<file path="config.mk">
export PLATFORM = sky130hd
export DESIGN_NAME = string_literal_escape_scanner_top
export DESIGN_NICKNAME = d
export VERILOG_FILES = /design/src/rtl/sles_pkg.sv /design/src/rtl/sles_step.sv /design/src/rtl/string_literal_escape_scanner_top.sv
export SDC_FILE = /design/constraint.sdc
export NUM_CORES = 1
export LEC_CHECK = 0
export BUFFER_PORTS_ARGS = -buffer_cell sky130_fd_sc_hd__clkbuf_2
export CAP_MARGIN = 20
export CORE_AREA = 2 2 133 135
export DETAILED_ROUTE_END_ITERATION = 6
export DIE_AREA = 0 0 135 137
export MAX_ROUTING_LAYER = met4
export PLACE_DENSITY = 0.52
export SKIP_LAST_GASP = 1
export SLEW_MARGIN = 20
export SYNTH_ARGS = -nofsm -noshare
export SYNTH_HDL_FRONTEND = slang
export SYNTH_HIERARCHICAL = 1
export SYNTH_SLANG_ARGS = --single-unit
</file>
<file path="constraint.sdc">
create_clock -name clk -period 4.05 [get_ports clk]
set_clock_uncertainty 0.05 [all_clocks]
set_input_delay 0.2025 -clock clk [delete_from_list [all_inputs] [get_ports clk]]
set_output_delay 0.2025 -clock clk [all_outputs]
set_load 0.02 [all_outputs]
</file>
<file path="src/rtl/sles_pkg.sv">
// ----------------------------------------------------------------------------
// sles_pkg: shared types, codes and helpers for the string literal scanner
// Phase codes, status codes, character constants and the scanner state type.
// ----------------------------------------------------------------------------
`default_nettype none

package sles_pkg;

	localparam int CpW = 21;
	localparam int ValW = 32;

	// scanner phase
	localparam logic [1:0] PH_BODY  = 2'd0;
	localparam logic [1:0] PH_ESC   = 2'd1;
	localparam logic [1:0] PH_HEX   = 2'd2;
	localparam logic [1:0] PH_AFTER = 2'd3;

	// result status
	localparam logic [2:0] ST_NONE    = 3'd0;
	localparam logic [2:0] ST_NEWLINE = 3'd1;
	localparam logic [2:0] ST_EOF     = 3'd2;
	localparam logic [2:0] ST_BAD_ESC = 3'd3;
	localparam logic [2:0] ST_BAD_HEX = 3'd4;

	// escape kinds
	localparam logic [1:0] EK_X  = 2'd0;
	localparam logic [1:0] EK_U4 = 2'd1;
	localparam logic [1:0] EK_U8 = 2'd2;

	localparam logic [CpW-1:0] CH_NUL       = 21'd0;
	localparam logic [CpW-1:0] CH_NL        = 21'd10;
	localparam logic [CpW-1:0] CH_QUOTE     = 21'd34;
	localparam logic [CpW-1:0] CH_BACKTICK  = 21'd96;
	localparam logic [CpW-1:0] CH_BSLASH    = 21'd92;
	localparam logic [CpW-1:0] CH_LOWER_X   = 21'd120;
	localparam logic [CpW-1:0] CH_LOWER_U   = 21'd117;
	localparam logic [CpW-1:0] CH_UPPER_U   = 21'd85;

	typedef struct packed {
		logic [1:0]      phase;
		logic [ValW-1:0] hex_acc;
		logic [3:0]      digits_left;
		logic [1:0]      escape_kind;
		logic            failed;
	} scan_state_t;

	typedef struct packed {
		logic            char_valid;
		logic [ValW-1:0] char_value;
		logic            char_consumed;
		logic            literal_end;
		logic [2:0]      status;
		logic            literal_ok;
	} scan_result_t;

	typedef struct packed {
		logic            hit;
		logic [ValW-1:0] value;
	} esc_dec_t;

	typedef struct packed {
		logic       hit;
		logic [3:0] digit;
	} hex_dec_t;

	function automatic hex_dec_t hex_digit(input logic [CpW-1:0] c);
		hex_dec_t r;
		r.hit = 1'b1;
		r.digit = 4'd0;
		if (c >= 21'd48 && c <= 21'd57) begin
			r.digit = 4'(c - 21'd48);
		end else if (c >= 21'd97 && c <= 21'd102) begin
			r.digit = 4'(c - 21'd87);
		end else if (c >= 21'd65 && c <= 21'd70) begin
			r.digit = 4'(c - 21'd55);
		end else begin
			r.hit = 1'b0;
		end
		return r;
	endfunction

	function automatic logic is_gap(input logic [CpW-1:0] c);
		return c == 21'd32 || c == 21'd9 || c == 21'd11 || c == 21'd12 ||
			c == 21'd13 || c == CH_NL;
	endfunction

	function automatic esc_dec_t simple_escape(input logic [CpW-1:0] c);
		esc_dec_t r;
		r.hit = 1'b1;
		r.value = '0;
		unique case (c)
			21'd48:  r.value = 32'd0;
			21'd97:  r.value = 32'd7;
			21'd98:  r.value = 32'd8;
			21'd92:  r.value = 32'd92;
			21'd116: r.value = 32'd9;
			21'd110: r.value = 32'd10;
			21'd102: r.value = 32'd12;
			21'd114: r.value = 32'd13;
			21'd118: r.value = 32'd11;
			21'd39:  r.value = 32'd39;
			21'd34:  r.value = 32'd34;
			default: r.hit = 1'b0;
		endcase
		return r;
	endfunction

endpackage

`default_nettype wire

</file>
<file path="src/rtl/sles_step.sv">
// ----------------------------------------------------------------------------
// sles_step: one scanner step
// Decodes one code point against the current state, giving the next state
// and the result of the beat.
// ----------------------------------------------------------------------------
`default_nettype none

module sles_step (
	input  wire logic [sles_pkg::CpW-1:0] code_point,
	input  wire logic                     raw_literal,
	input  wire sles_pkg::scan_state_t    cur,
	output sles_pkg::scan_state_t         nxt,
	output sles_pkg::scan_result_t        res
);

	logic [sles_pkg::CpW-1:0] delim;
	sles_pkg::esc_dec_t       esc;
	sles_pkg::hex_dec_t       hex;
	logic [sles_pkg::ValW-1:0] acc_shift;
	logic [3:0]               digits_dec;

	assign delim = raw_literal ? sles_pkg::CH_BACKTICK : sles_pkg::CH_QUOTE;
	assign esc = sles_pkg::simple_escape(code_point);
	assign hex = sles_pkg::hex_digit(code_point);
	assign acc_shift = {cur.hex_acc[sles_pkg::ValW-5:0], hex.digit};
	assign digits_dec = cur.digits_left - 4'd1;

	always_comb begin
		nxt = cur;
		res.char_valid = 1'b0;
		res.char_value = '0;
		res.char_consumed = 1'b1;
		res.literal_end = 1'b0;
		res.status = sles_pkg::ST_NONE;
		res.literal_ok = 1'b0;

		unique case (cur.phase)
			sles_pkg::PH_BODY: begin
				if (!raw_literal && code_point == sles_pkg::CH_NL) begin
					res.char_consumed = 1'b0;
					res.literal_end = 1'b1;
					res.status = sles_pkg::ST_NEWLINE;
				end else if (code_point == sles_pkg::CH_NUL) begin
					res.char_consumed = 1'b0;
					res.literal_end = 1'b1;
					res.status = sles_pkg::ST_EOF;
				end else if (!raw_literal && code_point == sles_pkg::CH_BSLASH &&
						!cur.failed) begin
					nxt.phase = sles_pkg::PH_ESC;
				end else if (code_point == delim) begin
					nxt.phase = sles_pkg::PH_AFTER;
				end else begin
					res.char_valid = 1'b1;
					res.char_value = 32'(code_point);
				end
			end
			sles_pkg::PH_ESC: begin
				if (esc.hit) begin
					res.char_valid = 1'b1;
					res.char_value = esc.value;
					nxt.phase = sles_pkg::PH_BODY;
				end else if (code_point == sles_pkg::CH_LOWER_X) begin
					nxt.escape_kind = sles_pkg::EK_X;
					nxt.digits_left = 4'd2;
					nxt.hex_acc = '0;
					nxt.phase = sles_pkg::PH_HEX;
				end else if (code_point == sles_pkg::CH_LOWER_U) begin
					nxt.escape_kind = sles_pkg::EK_U4;
					nxt.digits_left = 4'd4;
					nxt.hex_acc = '0;
					nxt.phase = sles_pkg::PH_HEX;
				end else if (code_point == sles_pkg::CH_UPPER_U) begin
					nxt.escape_kind = sles_pkg::EK_U8;
					nxt.digits_left = 4'd8;
					nxt.hex_acc = '0;
					nxt.phase = sles_pkg::PH_HEX;
				end else begin
					res.char_valid = 1'b1;
					res.char_value = 32'(code_point);
					res.status = sles_pkg::ST_BAD_ESC;
					nxt.failed = 1'b1;
					nxt.phase = sles_pkg::PH_BODY;
				end
			end
			sles_pkg::PH_HEX: begin
				if (!hex.hit) begin
					// drop the non-hex character, emit the escape letter instead
					res.char_valid = 1'b1;
					unique case (cur.escape_kind)
						sles_pkg::EK_X:  res.char_value = 32'(sles_pkg::CH_LOWER_X);
						sles_pkg::EK_U4: res.char_value = 32'(sles_pkg::CH_LOWER_U);
						default:         res.char_value = 32'(sles_pkg::CH_UPPER_U);
					endcase
					res.status = sles_pkg::ST_BAD_HEX;
					nxt.failed = 1'b1;
					nxt.digits_left = 4'd0;
					nxt.hex_acc = '0;
					nxt.phase = sles_pkg::PH_BODY;
				end else begin
					nxt.hex_acc = acc_shift;
					nxt.digits_left = digits_dec;
					if (digits_dec == 4'd0) begin
						res.char_valid = 1'b1;
						res.char_value = acc_shift;
						nxt.hex_acc = '0;
						nxt.phase = sles_pkg::PH_BODY;
					end
				end
			end
			default: begin
				if (sles_pkg::is_gap(code_point)) begin
					nxt.phase = sles_pkg::PH_AFTER;
				end else if (code_point == delim) begin
					nxt.phase = sles_pkg::PH_BODY;
				end else begin
					res.char_consumed = 1'b0;
					res.literal_end = 1'b1;
					res.literal_ok = !cur.failed;
				end
			end
		endcase

		// every literal end starts the next literal from a clean state
		if (res.literal_end) begin
			nxt.phase = sles_pkg::PH_BODY;
			nxt.hex_acc = '0;
			nxt.digits_left = 4'd0;
			nxt.escape_kind = sles_pkg::EK_X;
			nxt.failed = 1'b0;
		end
	end

endmodule

`default_nettype wire

</file>
<file path="src/rtl/string_literal_escape_scanner_top.sv">
// ----------------------------------------------------------------------------
// string_literal_escape_scanner_top: string literal escape decoder
// Scans the code points of a string literal and emits decoded characters.
// ----------------------------------------------------------------------------
// Usage:
//   Feed the code points that follow the opening delimiter on the s_ stream,
//   one per beat; s_tuser flags a raw (backtick) literal. Every input beat
//   gives exactly one result beat on the m_ stream: the decoded character
//   (when char_valid), whether the input was consumed, the status code and,
//   on the beat that closes the literal (m_tlast), literal_ok.
//   The beat is captured in an input register, decoded in one short step
//   against the scanner state, and held in the output register. Beats
//   go one per cycle while the receiver keeps up; the state update for one
//   code point is a single combinational step, so beats follow back to back.
//   When the receiver stalls, the output register holds its beat, the input
//   register still takes one more beat, and s_tready then drops until the
//   output drains.
//   Reset empties both registers and returns the scanner to the body phase
//   with no pending escape and no failure.
// ----------------------------------------------------------------------------
`default_nettype none

module string_literal_escape_scanner_top (
	input  wire logic        clk,
	input  wire logic        arst_n,
	input  wire logic        s_tvalid,
	output      logic        s_tready,
	input  wire logic [23:0] s_tdata,   // [20:0] code_point, [23:21] zero
	input  wire logic        s_tuser,   // [0] raw_literal
	output      logic        m_tvalid,
	input  wire logic        m_tready,
	output      logic [31:0] m_tdata,   // [31:0] char_value
	output      logic        m_tlast,   // literal_end
	output      logic [5:0]  m_tuser    // [0] char_valid, [1] char_consumed,
	                                    // [4:2] status, [5] literal_ok
);

	logic                      in_valid_s1;
	logic [sles_pkg::CpW-1:0]  code_point_s1;
	logic                      raw_literal_s1;
	logic                      advance;
	sles_pkg::scan_state_t     state_q;
	sles_pkg::scan_state_t     state_nxt;
	sles_pkg::scan_result_t    res;
	sles_pkg::scan_result_t    out_s2;

	// step the input register into the output register when it is free
	assign advance = in_valid_s1 && (!m_tvalid || m_tready);
	assign s_tready = !in_valid_s1 || advance;

	always_ff @(posedge clk or negedge arst_n) begin
		if (!arst_n) begin
			in_valid_s1 <= 1'b0;
		end else if (s_tready) begin
			in_valid_s1 <= s_tvalid;
		end
	end

	always_ff @(posedge clk) begin
		if (s_tready && s_tvalid) begin
			code_point_s1 <= s_tdata[sles_pkg::CpW-1:0];
			raw_literal_s1 <= s_tuser;
		end
	end

	sles_step u_step (
		.code_point  (code_point_s1),
		.raw_literal (raw_literal_s1),
		.cur         (state_q),
		.nxt         (state_nxt),
		.res         (res)
	);

	always_ff @(posedge clk or negedge arst_n) begin
		if (!arst_n) begin
			state_q.phase <= sles_pkg::PH_BODY;
			state_q.hex_acc <= '0;
			state_q.digits_left <= 4'd0;
			state_q.escape_kind <= sles_pkg::EK_X;
			state_q.failed <= 1'b0;
		end else if (advance) begin
			state_q <= state_nxt;
		end
	end

	always_ff @(posedge clk or negedge arst_n) begin
		if (!arst_n) begin
			m_tvalid <= 1'b0;
		end else if (advance) begin
			m_tvalid <= 1'b1;
		end else if (m_tready) begin
			m_tvalid <= 1'b0;
		end
	end

	always_ff @(posedge clk) begin
		if (advance) begin
			out_s2 <= res;
		end
	end

	assign m_tdata = out_s2.char_value;
	assign m_tlast = out_s2.literal_end;
	assign m_tuser = {out_s2.literal_ok, out_s2.status, out_s2.char_consumed,
		out_s2.char_valid};

endmodule

`default_nettype wire

</file>
# [After elaboration in Yosys (flattened, before gate mapping)]
# Index checks and enable logic that the tools add are counted.
# Widths: inputs -> output; s select.
[word_totals] ff_bits=100 input_bits=29 out_inout_bits=41 word_cells=152
[classes] addsub=4 n_lt_le_gt_ge=6 n_eq_ne=35 n_mux=57 reduce_logical=35
[ops] cell="$mux 33" n=10
[ops] cell="$eq 21x7->1 const B" n=11
[ops] cell="$eq 21x4->1 const B" n=5
[ops] cell="$pmux 33 s3" n=1
[ops] cell="$eq 21x6->1 const B" n=4
[ops] cell="$mux 40" n=2
[ops] cell="$mux 38" n=2
[ops] cell="$pmux 36 s2" n=1
[ops] cell="$pmux 7 s10" n=1
[ops] cell="$ge 21x7->1 const B" n=2
[ops] cell="$le 21x7->1 const B" n=2
[ops] cell="$mux 41" n=1
[ops] cell="$mux 39" n=1
[ops] cell="$mux 34" n=1
[ops] cell="$mux 2" n=12
[ops] cell="$eq 21x7->1" n=1
[ops] cell="$ge 21x6->1 const B" n=1
[ops] cell="$le 21x6->1 const B" n=1
[ops] cell="$logic_not 21->1" n=1
[ops] cell="$ne 3x3->1 const B" n=7
[ops] cell="$mux 3" n=4
[ops] cell="$mux 4" n=3
[ops] cell="$pmux 6 s2" n=1
[ops] cell="$reduce_or 11->1" n=1
[ops] cell="29 further kinds" n=61

# [Depth between registers and ports, before layout]
[logic_depth] word_depth=10 depth_mapped=14 depth_no_buf=11

# [Hierarchy]
# Netlist, hierarchy kept.
[by_module_without_submodules] module="string_literal_escape_scanner_top" n_inst=1 cells_each=156 area_each_um2=3616.0 seq_area_each_um2=2907.8
[by_module_without_submodules] module="sles_step" n_inst=1 cells_each=353 area_each_um2=2280.9 seq_area_each_um2=0.0

# [Worst setup path after synthesis]
# No wires, ideal clock.
[synth_timing] kind="reg-to-reg" startpoint="register code_point_s1[0] (netlist bit)" endpoint="register state_q[10] (netlist bit)" setup_ns=0.125 arrival_time_ns=2.768 required_ns=3.875 slack_ns=1.107 stages_incl_launch_ff=14 n_path_buf=4 synth_period_minus_slack_ns=2.943 path_cell_list="edfxtp_1 > clkbuf_1 > inv_1 > ha_1 > clkbuf_1 > nor4bb_1 > a21oi_1 > nor4_1 > nor2_2 > and3_4 > buf_6 > buf_6 > a22o_1 > mux2_4"
[synth_lines] element="from (decl)" line="string_literal_escape_scanner_top.sv:39" text="logic [sles_pkg::CpW-1:0] code_point_s1;"
[synth_lines] element="from (signal assigned)" line="string_literal_escape_scanner_top.sv:61" text="code_point_s1 <= s_tdata[sles_pkg::CpW-1:0];"
[synth_lines] element="to (signal assigned)" line="string_literal_escape_scanner_top.sv:82" text="state_q <= state_nxt;"
[synth_lines] element="to (decl)" line="string_literal_escape_scanner_top.sv:42" text="sles_pkg::scan_state_t state_q;"

==> impl_metrics.json <==
{
  "p_sw_uw": 588.9,
  "setup_viol": 0,
  "root_buffer": "clkbuf_16",
  "coreArea_um2": 17060,
  "crit_slowest_cell": "a311oi_1",
  "cts_tree": "yes",
  "numCtsBuffers": 9,
  "routedWlPerCell_um": 19.12,
  "p_int_uw": 1712,
  "drt_first_pass_iters": 5,
  "post_synth_instance_area_um2": 5702,
  "cts.reportedPaths.clkPinSlew_ns": 0.08,
  "pwr-share-seq_pct": 50.7,
  "first_iter_violations": 407,
  "grt_pass1_vias": 4255,
  "critPathMaxFanout": 28,
  "antenna_left": 0,
  "slowest_delay_ns": 0.56,
  "tightest_slew_ns": 0.9291,
  "grt_pass1_wl_um": 24210,
  "fin_crit_sh_pct": 87.58,
  "clockBufferDepth": 2,
  "cts.htree.levels": 3,
  "dpl_worst_slack_ns": 0.6044,
  "cp.arrival_ns": 3.73,
  "syn2layout_area_growth_pct": 18.37,
  "outcome": "finished, violations left",
  "dp_hpwl_um": 10870,
  "fmax_ghz": 0.2819,
  "combinationalPowerShare_pct": 10.0,
  "synth_nets": 536,
  "cp-start-kind": "register",
  "setup_tns_ns": 0,
  "vdd_drop_max_mv": 0.2005,
  "leakage_uw": 0.002781,
  "drc": 0,
  "wirelength_um": 15450,
  "setup.worst_path.class": "reg -> reg",
  "grt_use_total_pct": 17.72,
  "critPathRequiredTime_ns": 4.24,
  "p_clk_share_pct": 39.3,
  "cap_violations": 0,
  "drive_gt1_share_pct": 26.42,
  "syn_avg_cell_area_um2": 11.47,
  "post_cts_resized": 0,
  "worst_slack_ns": 0.5031,
  "slew-limit-headroom_pct": 38.06,
  "vias_per_cell": 5.448,
  "synthCells": 497,
  "rsz0062_at_grt": "no",
  "die_h_um": 137,
  "clkSinkCount": 100,
  "violations": "hold timing",
  "io_buffers": 66,
  "antennaDiodeCount": 0,
  "vias": 4402,
  "maxSlewViolCount": 0,
  "grt-ovfl-total": 0,
  "whs_ns": -0.08207,
  "ys_warn_count": 6,
  "start_util_pct": 33.43,
  "antenna_found_initial": 0,
  "final_nets": 617,
  "ios": 70,
  "p_per_area_nw_per_um2": 341.0,
  "worstPathCellList": "ha_1 -> or3_1 -> a21oi_1 -> o21ai_0 -> a311oi_1 -> nor2_2 -> inv_2 -> a21oi_4 -> buf_4 -> a22o_1 -> mux2_4",
  "gp_congestion": 0.9181,
  "grt_max_degree": 40,
  "cp-end-kind": "register",
  "p_sw_share_pct": 25.59,
  "finalHoldViolations": 39,
  "die_area_um2": 18500,
  "clock_latency_ns": 0.36,
  "period_needed_ns": 3.547,
  "hp-class": "in -> async",
  "rows": 48,
  "die_x_um": 135
}
## stage by stage
stage / util [%] / instance area, µm² / total power, µW / hold WS, ns / instances
3_3_place_gp: 36.44 / 6216 / 1402 / 0.3304 / 770
6_report: 39.57 / 6749 / 2301 / -0.08207 / 808
2_1_floorplan: - / 5702 / 1322 / -0.1431 / 497
4_1_cts: 39.56 / 6748 / 2328 / 0.006097 / 808
3_5_place_dp: 36.50 / 6225 / 1405 / 0.3311 / 770
5_1_grt: 39.57 / 6749 / 2392 / 0.002790 / 808
## flip-flops by register name (all words and copies together), names as in the netlist
register	count
state_q	37
m_tdata	32
code_point_s1	21
m_tuser	6
in_valid_s1	1
m_tlast	1
m_tvalid	1
raw_literal_s1	1
## power groups by stage
stage	clock [µW]	combinational, µW	sequential (µW)
6_report	904	231	1170
5_1_grt	968	252	1170
4_1_cts	927	234	1170
3_5_place_dp	0	217	1190
3_3_place_gp	0	216	1190
2_1_floorplan	0	114	1210
## critical path, delay by kind of cell (launching register included)
kind	cells	cell delay [ns]
buf+inv	2	0.45
fa+ha+maj	1	0.40
compound gates	5	1.22
mux	1	0.26
simple gates	2	0.48
flops	1	0.55
## area by class of cell
type,count,area [µm²]
multi-input combinational,348,2630
clock inverter,5,70.07
fill,1687,10310
sequential,100,2808
inverter,15,56.30
clock buffer,11,232.7
tap,225,281.5
timing repair buffer,104,670.6
## layer usage
layer  GRT usage, %  part of all wire [%]
met5              -                     0
met4          7.118                   2.0
met3          2.296                   4.8
met2          25.92                    45
met1          24.94                    49
## worst paths after layout
path                             startpoint     endpoint  slack (ns)  cells after the start
setup / recovery           code_point_s1[1]  state_q[13]        0.50                     11
hold / removal                       arst_n   state_q[1]       -0.08                      1
setup reg to reg           code_point_s1[1]  state_q[13]        0.50                     11
hold reg to reg                 state_q[33]  state_q[33]        0.49                      1
max in group asynchronous            arst_n  state_q[18]        3.43                      1
min in group clk                   s_tvalid  in_valid_s1        0.01                      2
## layout by cell type, fill, tap and decap left out, drive strengths merged, types with 8 or more instances in the layout
cell type    instances
nor3                12
and2                14
a22o                28
inv                 17
nor2                39
nand2b               8
nand3               11
nand2               28
a22oi               16
dlygate4sd3         22
and3                10
clkbuf              76
nor4                 8
buf                 17
mux2                38
edfxtp              61
o21ai               21
a21oi               16
dfrtp               39
ha                  10
## repair_timing
action,4_1_cts,5_1_grt
hold buffers,22,0
endpoints found under the hold margin,22,0
setup buffers,0,0
(Power assumes the default switching activity.)
